File: src/sv/tslb_pkg.sv
// shared types and constants for the two-ship loading search block
// no dependencies; used by every module of the block
`default_nettype none

package tslb_pkg;

    localparam int MAX_ITEMS   = 16;
    localparam int WEIGHT_BITS = 12;
    localparam int WEIGHT_W    = 12;
    localparam int LOAD_W      = 16;
    localparam int MASK_W      = 16;
    localparam int COUNT_W     = $clog2(MAX_ITEMS + 1);
    localparam int IDX_W       = $clog2(MAX_ITEMS);
    localparam int CFG_W       = 16;
    localparam int CFG_IDX_W   = 1;

    localparam logic [CFG_IDX_W-1:0] CFG_FIRST_CAP  = 1'b0;
    localparam logic [CFG_IDX_W-1:0] CFG_SECOND_CAP = 1'b1;

    typedef struct packed {
        logic [WEIGHT_W-1:0] weight;
        logic                last;
    } item_t;

    typedef struct packed {
        logic              solvable;
        logic [LOAD_W-1:0] first_ship_load;
        logic [MASK_W-1:0] first_ship_mask;
        logic [4:0]        container_count;
        logic              overflow;
    } result_t;

    typedef struct packed {
        logic [COUNT_W-1:0] count;
        logic [LOAD_W-1:0]  total;
        logic               dropped;
    } store_status_t;

    typedef enum logic [2:0] {
        S_IDLE,
        S_INIT,
        S_DOWN,
        S_UP,
        S_SKIP,
        S_DONE
    } state_t;

endpackage

`default_nettype wire

File: src/sv/tslb_store.sv
// container weight store with fill count, running total and drop flag
// depends on tslb_pkg
`default_nettype none

module tslb_store (
    input  wire logic                           clk,
    input  wire logic                           rst_n,
    input  wire logic                           wr_en,
    input  wire logic [tslb_pkg::WEIGHT_W-1:0]  wr_weight,
    input  wire logic                           clear,
    input  wire logic [tslb_pkg::IDX_W-1:0]     rd_idx,
    output      logic [tslb_pkg::WEIGHT_BITS-1:0] rd_weight,
    output      tslb_pkg::store_status_t        status
);

    logic [tslb_pkg::WEIGHT_BITS-1:0] mem [tslb_pkg::MAX_ITEMS];

    logic [tslb_pkg::COUNT_W-1:0] count_reg, count_next;
    logic [tslb_pkg::LOAD_W-1:0]  total_reg, total_next;
    logic                         dropped_reg, dropped_next;
    logic                         room;
    logic [tslb_pkg::WEIGHT_BITS-1:0] w_in;
    logic [tslb_pkg::WEIGHT_BITS-1:0] rd_weight_reg;

    assign w_in = wr_weight[tslb_pkg::WEIGHT_BITS-1:0];
    assign room = count_reg != tslb_pkg::COUNT_W'(tslb_pkg::MAX_ITEMS);

    // registered read, the search presents the address in the cycle before the weight is used
    always_ff @(posedge clk)
    begin
        if (wr_en && room)
        begin
            mem[count_reg[tslb_pkg::IDX_W-1:0]] <= w_in;
        end
        rd_weight_reg <= mem[rd_idx];
    end

    assign rd_weight = rd_weight_reg;

    always_comb
    begin
        count_next   = count_reg;
        total_next   = total_reg;
        dropped_next = dropped_reg;
        if (clear)
        begin
            count_next   = '0;
            total_next   = '0;
            dropped_next = 1'b0;
        end
        else if (wr_en)
        begin
            if (room)
            begin
                count_next = count_reg + tslb_pkg::COUNT_W'(1);
                total_next = total_reg + tslb_pkg::LOAD_W'(w_in);
            end
            else
            begin
                dropped_next = 1'b1;
            end
        end
    end

    always_ff @(posedge clk or negedge rst_n)
    begin
        if (!rst_n)
        begin
            count_reg   <= '0;
            total_reg   <= '0;
            dropped_reg <= 1'b0;
        end
        else
        begin
            count_reg   <= count_next;
            total_reg   <= total_next;
            dropped_reg <= dropped_next;
        end
    end

    assign status.count   = count_reg;
    assign status.total   = total_reg;
    assign status.dropped = dropped_reg;

endmodule

`default_nettype wire

File: src/sv/tslb_search.sv
// backtracking search sequencer around one shared adder and compare
// depends on tslb_pkg; reads weights from tslb_store
`default_nettype none

module tslb_search (
    input  wire logic                             clk,
    input  wire logic                             rst_n,
    input  wire logic                             go,
    input  wire logic [tslb_pkg::CFG_W-1:0]       first_cap,
    input  wire tslb_pkg::store_status_t          status,
    input  wire logic [tslb_pkg::WEIGHT_BITS-1:0] rd_weight,
    output      logic [tslb_pkg::IDX_W-1:0]       rd_idx,
    output      logic                             busy,
    output      logic                             done,
    output      logic [tslb_pkg::LOAD_W-1:0]      best_load,
    output      logic [tslb_pkg::MASK_W-1:0]      best_choice
);

    tslb_pkg::state_t state_reg, state_next;

    logic [tslb_pkg::COUNT_W-1:0] lvl_reg, lvl_next;
    logic [tslb_pkg::LOAD_W-1:0]  cur_reg, cur_next;
    logic [tslb_pkg::LOAD_W-1:0]  rem_reg, rem_next;
    logic [tslb_pkg::LOAD_W-1:0]  best_reg, best_next;
    logic [tslb_pkg::MASK_W-1:0]  curc_reg, curc_next;
    logic [tslb_pkg::MASK_W-1:0]  bestc_reg, bestc_next;

    logic [tslb_pkg::LOAD_W-1:0]  w;
    logic [tslb_pkg::MASK_W-1:0]  bit_m;
    logic [tslb_pkg::LOAD_W:0]    add_b, add_sum, cmp_ref;
    logic                         le_ref;
    logic                         at_end;
    logic                         at_root;
    logic                         taken;

    // next level goes to the store so the weight of the current level is ready
    assign rd_idx  = lvl_next[tslb_pkg::IDX_W-1:0];
    assign w       = tslb_pkg::LOAD_W'(rd_weight);
    assign bit_m   = tslb_pkg::MASK_W'(1) << lvl_reg[tslb_pkg::IDX_W-1:0];
    assign at_end  = lvl_reg >= status.count;
    assign at_root = lvl_reg == '0;
    assign taken   = (curc_reg & bit_m) != '0;

    // shared unit: take test in DOWN, skip bound test in SKIP
    always_comb
    begin
        if (state_reg == tslb_pkg::S_SKIP)
        begin
            add_b   = {1'b0, rem_reg};
            cmp_ref = {1'b0, best_reg};
        end
        else
        begin
            add_b   = {1'b0, w};
            cmp_ref = {1'b0, first_cap};
        end
    end

    assign add_sum = {1'b0, cur_reg} + add_b;
    assign le_ref  = add_sum <= cmp_ref;

    always_comb
    begin
        state_next = state_reg;
        case (state_reg)
            tslb_pkg::S_IDLE:
            begin
                if (go)
                begin
                    state_next = tslb_pkg::S_INIT;
                end
            end
            tslb_pkg::S_INIT:
            begin
                state_next = tslb_pkg::S_DOWN;
            end
            tslb_pkg::S_DOWN:
            begin
                if (at_end)
                begin
                    state_next = at_root ? tslb_pkg::S_DONE : tslb_pkg::S_UP;
                end
                else if (!le_ref)
                begin
                    state_next = tslb_pkg::S_SKIP;
                end
            end
            tslb_pkg::S_UP:
            begin
                if (taken)
                begin
                    state_next = tslb_pkg::S_SKIP;
                end
                else if (at_root)
                begin
                    state_next = tslb_pkg::S_DONE;
                end
            end
            tslb_pkg::S_SKIP:
            begin
                if (!le_ref)
                begin
                    state_next = tslb_pkg::S_DOWN;
                end
                else
                begin
                    state_next = at_root ? tslb_pkg::S_DONE : tslb_pkg::S_UP;
                end
            end
            tslb_pkg::S_DONE:
            begin
                state_next = tslb_pkg::S_IDLE;
            end
            default:
            begin
                state_next = tslb_pkg::S_IDLE;
            end
        endcase
    end

    always_comb
    begin
        lvl_next   = lvl_reg;
        cur_next   = cur_reg;
        rem_next   = rem_reg;
        best_next  = best_reg;
        curc_next  = curc_reg;
        bestc_next = bestc_reg;
        case (state_reg)
            tslb_pkg::S_INIT:
            begin
                lvl_next   = '0;
                cur_next   = '0;
                rem_next   = status.total;
                best_next  = '0;
                curc_next  = '0;
                bestc_next = '0;
            end
            tslb_pkg::S_DOWN:
            begin
                if (at_end)
                begin
                    if (cur_reg > best_reg)
                    begin
                        best_next  = cur_reg;
                        bestc_next = curc_reg;
                    end
                    if (!at_root)
                    begin
                        lvl_next = lvl_reg - tslb_pkg::COUNT_W'(1);
                    end
                end
                else
                begin
                    rem_next = rem_reg - w;
                    if (le_ref)
                    begin
                        cur_next  = add_sum[tslb_pkg::LOAD_W-1:0];
                        curc_next = curc_reg | bit_m;
                        lvl_next  = lvl_reg + tslb_pkg::COUNT_W'(1);
                    end
                    else
                    begin
                        curc_next = curc_reg & ~bit_m;
                    end
                end
            end
            tslb_pkg::S_UP:
            begin
                if (taken)
                begin
                    cur_next  = cur_reg - w;
                    curc_next = curc_reg & ~bit_m;
                end
                else
                begin
                    rem_next = rem_reg + w;
                    if (!at_root)
                    begin
                        lvl_next = lvl_reg - tslb_pkg::COUNT_W'(1);
                    end
                end
            end
            tslb_pkg::S_SKIP:
            begin
                if (!le_ref)
                begin
                    lvl_next = lvl_reg + tslb_pkg::COUNT_W'(1);
                end
                else
                begin
                    rem_next = rem_reg + w;
                    if (!at_root)
                    begin
                        lvl_next = lvl_reg - tslb_pkg::COUNT_W'(1);
                    end
                end
            end
            default:
            begin
            end
        endcase
    end

    always_comb
    begin
        busy = state_reg != tslb_pkg::S_IDLE;
        done = state_reg == tslb_pkg::S_DONE;
    end

    always_ff @(posedge clk or negedge rst_n)
    begin
        if (!rst_n)
        begin
            state_reg <= tslb_pkg::S_IDLE;
            lvl_reg   <= '0;
        end
        else
        begin
            state_reg <= state_next;
            lvl_reg   <= lvl_next;
        end
    end

    always_ff @(posedge clk)
    begin
        cur_reg   <= cur_next;
        rem_reg   <= rem_next;
        best_reg  <= best_next;
        curc_reg  <= curc_next;
        bestc_reg <= bestc_next;
    end

    assign best_load   = best_reg;
    assign best_choice = bestc_reg;

endmodule

`default_nettype wire

File: src/sv/two_ship_loading_backtrack.sv
// top level: capacity registers, weight store and backtracking search
// depends on tslb_pkg, tslb_store and tslb_search
//
//   channel   handshake            word
//   input     start & !busy        item   (weight, last)
//   result    done, one cycle      result (solvable, load, mask, count, overflow)
//   config    cfg_we               cfg_idx, cfg_data
//
// a weight not marked last is written to the store and busy stays low
// a last weight starts the search: an init state, then the steps of the
// search sequencer (take test, back-up or skip test), then a result state
// the number of steps follows the search tree
// reset clears the capacities, the fill count and the sequencer
// results cannot be stalled; done is high for exactly one cycle
`default_nettype none

module two_ship_loading_backtrack (
    input  wire logic                           clk,
    input  wire logic                           rst_n,
    input  wire logic                           start,
    output      logic                           busy,
    input  wire tslb_pkg::item_t                item,
    output      logic                           done,
    output      tslb_pkg::result_t              result,
    input  wire logic                           cfg_we,
    input  wire logic [tslb_pkg::CFG_IDX_W-1:0] cfg_idx,
    input  wire logic [tslb_pkg::CFG_W-1:0]     cfg_data
);

    logic [tslb_pkg::CFG_W-1:0] first_cap_reg;
    logic [tslb_pkg::CFG_W-1:0] second_cap_reg;

    tslb_pkg::store_status_t          status;
    logic [tslb_pkg::WEIGHT_BITS-1:0] rd_weight;
    logic [tslb_pkg::IDX_W-1:0]       rd_idx;
    logic [tslb_pkg::LOAD_W-1:0]      best_load;
    logic [tslb_pkg::MASK_W-1:0]      best_choice;
    logic [tslb_pkg::LOAD_W-1:0]      leftover;
    logic                             accept;

    assign accept = start && !busy;

    always_ff @(posedge clk or negedge rst_n)
    begin
        if (!rst_n)
        begin
            first_cap_reg  <= '0;
            second_cap_reg <= '0;
        end
        else if (cfg_we)
        begin
            case (cfg_idx)
                tslb_pkg::CFG_FIRST_CAP:  first_cap_reg  <= cfg_data;
                tslb_pkg::CFG_SECOND_CAP: second_cap_reg <= cfg_data;
                default:
                begin
                end
            endcase
        end
    end

    tslb_store u_store (
        .clk       (clk),
        .rst_n     (rst_n),
        .wr_en     (accept),
        .wr_weight (item.weight),
        .clear     (done),
        .rd_idx    (rd_idx),
        .rd_weight (rd_weight),
        .status    (status)
    );

    tslb_search u_search (
        .clk         (clk),
        .rst_n       (rst_n),
        .go          (accept && item.last),
        .first_cap   (first_cap_reg),
        .status      (status),
        .rd_weight   (rd_weight),
        .rd_idx      (rd_idx),
        .busy        (busy),
        .done        (done),
        .best_load   (best_load),
        .best_choice (best_choice)
    );

    assign leftover = status.total - best_load;

    always_comb
    begin
        result.solvable        = leftover <= second_cap_reg;
        result.first_ship_load = best_load;
        result.first_ship_mask = best_choice;
        result.container_count = 5'(status.count);
        result.overflow        = status.dropped;
    end

endmodule

`default_nettype wire

File: config.mk
export PLATFORM = sky130hd
export DESIGN_NAME = two_ship_loading_backtrack
export DESIGN_NICKNAME = d
export VERILOG_FILES = /design/src/sv/tslb_pkg.sv /design/src/sv/tslb_store.sv /design/src/sv/tslb_search.sv /design/src/sv/two_ship_loading_backtrack.sv
export SDC_FILE = /design/constraint.sdc
export NUM_CORES = 1
export LEC_CHECK = 0
export CAP_MARGIN = 25
export CORE_AREA = 2 2 235 237
export DETAILED_ROUTE_END_ITERATION = 16
export DIE_AREA = 0 0 237 239
export DONT_BUFFER_PORTS = 1
export PLACE_DENSITY = 0.47
export SYNTH_ARGS = -nofsm -noshare
export SYNTH_HDL_FRONTEND = slang
export SYNTH_SLANG_ARGS = --single-unit
File: constraint.sdc
create_clock -name clk -period 17.4 [get_ports clk]
set_clock_uncertainty 0.05 [all_clocks]
set_input_delay 2.61 -clock clk [delete_from_list [all_inputs] [get_ports clk]]
set_output_delay 2.61 -clock clk [all_outputs]
set_load 0.02 [all_outputs]
==> impl_metrics.tcl <==
set metrics [dict create \
    tightestPinTransition_ns 1.071 \
    clkSlewWorstSetupHoldPaths_ns 0.06 \
    clk_latency_ns 0.58 \
    setup_violations 0 \
    routabilityCongestion 0.8804 \
    antenna_found_initial 0 \
    holdPathEnd "second_cap_reg[11]" \
    ys_async_sr_fraction 0.1792 \
    worstPathArrival_ns 5.38 \
    cp_max_fo 4 \
    netlist_area_um2 18770 \
    num_antenna_cells 0 \
    routed_wl_um 53520 \
    largest_register_ffs 192 \
    synth_nets 1819 \
    ff2ff_setup_slack_ns 9.76 \
    ys_ff_latch 346 \
    cts_resized 0 \
    crit_path_start_kind "register" \
    hold_path_depth 1 \
    drtAntennaViolNets 0 \
    synth_top_area_share 0.4351 \
    synth.area.top_cells "edfxtp_1 (44%), ha_1 (9.0%), dfrtp_1 (8.3%)" \
    worstPathRequired_ns 14.74 \
    timing.rr.end "u_store.rd_weight[10]" \
    drc 0 \
    period_minus_slack_ns 8.043 \
    dr.pass1.iters 5 \
    nFillCells 5215 \
    drt_iter0_drc 874 \
    num_rows 86 \
    vias_per_cell 5.337 \
    max_cap_viol_count 0 \
    ioPinCount 75 \
    netlist_instances 1645 \
    drive_gt1_frac 0.1008 \
    synth_top_flop_cell "edfxtp_1" \
    final_nets 1832 \
    postSynthAreaPerCell_um2 11.41 \
    die_area_um2 56640 \
    chipHeight_um 239 \
    cp-end-kind "output pin" \
    grt_max_degree 64 \
    via_count 12760 \
    numCtsBuffers 39 \
    yosysTopAreaCell "edfxtp_1" \
    coreArea_um2 54340 \
    yosysMostFrequentCell "edfxtp_1" \
    hold_class "register to register" \
    htreeDepth 2 \
    hold_viol_final 0 \
    cp_cell_sequence "ha_1 -> inv_1 -> fa_1 -> a21o_1 -> a21oi_1 -> o21ai_0 -> a21oi_1 -> o21bai_1 -> a21oi_1 -> o21bai_1 -> a2111oi_0 -> nor2_1 -> xnor2_1 -> ha_1 -> o21ai_0 -> nand2b_1 -> a21oi_1 -> a21boi_0 -> o21a_1 -> o22ai_1" \
    cts_tree "done" \
    grt_overflow 0 \
    track_usage 0.1905 \
    dp_hpwl_um 39050 \
    cts_setup_buffers 0 \
    postCtsHoldBufs 0 \
    clockRootBuffer "clkbuf_16" \
    outcome "complete, no violations" \
    wl_per_cell_um 22.38 \
    synth_cell_type_count 75 \
    area_delta_synth_final_pct 12.68 \
    grt_pass1_wl_um 80740 \
    fin_crit_sh 0.4622 \
    io_buffers 0 \
    critPathKind "register to output pin" \
    die_x_um 237 \
    fin_setup_tns_ns 0 \
    clkSinkCount 346 \
    yosysSeqAreaShare 0.5306 \
    grt_setup_unrepaired "no" \
    initial_utilization 0.3454 \
    fmax_mhz 124.3 \
    slowest_delay_ns 0.65 \
    dp.cells 2320 \
    grt_pass1_vias 12704 \
    synth_warnings 0 \
    maxSlewViolCount 0 \
    yosys-top-cells-count "edfxtp_1 (272), nand2_1 (175), ha_1 (135)" \
    synth_edf_count 272 \
    slew_headroom 0.2854 \
    cp_slowest_cell "a2111oi_0" \
    ff2ff_path_depth 29 \
    reg2reg_from "u_search.state_reg[2]" \
    hp-start "second_cap_reg[11]" \
    cp_common_cell "a21oi_1" \
    fin_cells 2391 \
    clockBufferDepth 3 \
]
-- worst max-delay path by stage --
stage | slack (ns) | startpoint | endpoint | cells past startpoint
after floorplan | 10.70 | u_search.state_reg[0] | u_search.rem_reg[0] | 23
final | 9.36 | u_search.best_load[0] | result[38] | 20
after global routing | 8.98 | u_search.best_load[0] | result[38] | 20
after detailed placement | 9.82 | u_search.state_reg[2] | u_store.rd_weight[9] | 27
after global placement | 9.80 | u_search.state_reg[2] | u_store.rd_weight[3] | 26
after CTS | 9.32 | u_search.best_load[0] | result[38] | 20
-- critical path: cells and delay by family, from the launching register on --
family                   cells  cell delay, ns
AO/OA/AOI/OAI               13            2.77
AND/OR/NAND/NOR              2            0.21
adder cells (fa/ha/maj)      3            0.94
buffers and inverters        1            0.05
XOR/XNOR                     1            0.24
flip-flops                   1            0.60
-- layout make-up --
| type | instances | area [um^2] | share of cell area |
|---|---|---|---|
| clock buffers | 53 | 1111 | 0.05253 |
| inverters | 96 | 360.3 | 0.01704 |
| multi-input cells | 1142 | 8259 | 0.3905 |
| clock inverters | 17 | 185.2 | 0.008755 |
| flip-flops and latches | 346 | 9960 | 0.4709 |
| well taps | 704 | 880.8 | 0.04165 |
| repair buffers | 33 | 394.1 | 0.01863 |
-- through the flow --
| step | util | area (um^2) | setup slack (ns) | hold WS (ns) |
|---|---|---|---|---|
| after global routing | 0.3892 | 21150 | 8.978 | 0.4704 |
| after floorplan | - | 18770 | 10.70 | 0.4150 |
| after global placement | 0.3612 | 19630 | 9.804 | 0.4418 |
| after CTS | 0.3889 | 21130 | 9.321 | 0.4569 |
| final | 0.3892 | 21150 | 9.357 | 0.4546 |
| after detailed placement | 0.3650 | 19830 | 9.823 | 0.4441 |
-- cells in the final DEF, fill, tap and decap left out, types with 12 or more instances in the layout --
master and n:
and4_1 12, and2_1 34, o31ai_1 16, nor2b_1 15
o21a_1 22, nand3_1 47, xnor2_1 55, xor2_1 17
nand4_1 17, ha_1 135, a32oi_1 44, clkbuf_16 41
mux2i_1 71, a21o_1 16, inv_1 90, mux2_2 35
dfxtp_1 12, nor2_1 95, buf_4 22, a21oi_1 72
nor3_1 34, o21ai_0 77, edfxtp_1 272, dfrtp_1 62
nand2_1 175
-- routing by layer --
metal	vias to the layer above	track usage	wire length, um
li1	6096	-	-
met1	6416	0.2500	24090
met2	195	0.3364	26800
met3	53	0.02460	1838
met4	0	0.04008	794
met5	-	0	0
-- logic make-up after synthesis --
family / share of synthesized area
adders and majority gates: 0.09532
muxes: 0.06006
and+or+nand+nor: 0.1216
AOI/OAI and AO/OA: 0.1241
DFF: 0.5306
xor gates and xnor gates: 0.03360
buffers and inverters: 0.03473
Power is not shown: default switching activity piles up to over one toggle a cycle in this logic, so the estimate is an artifact.
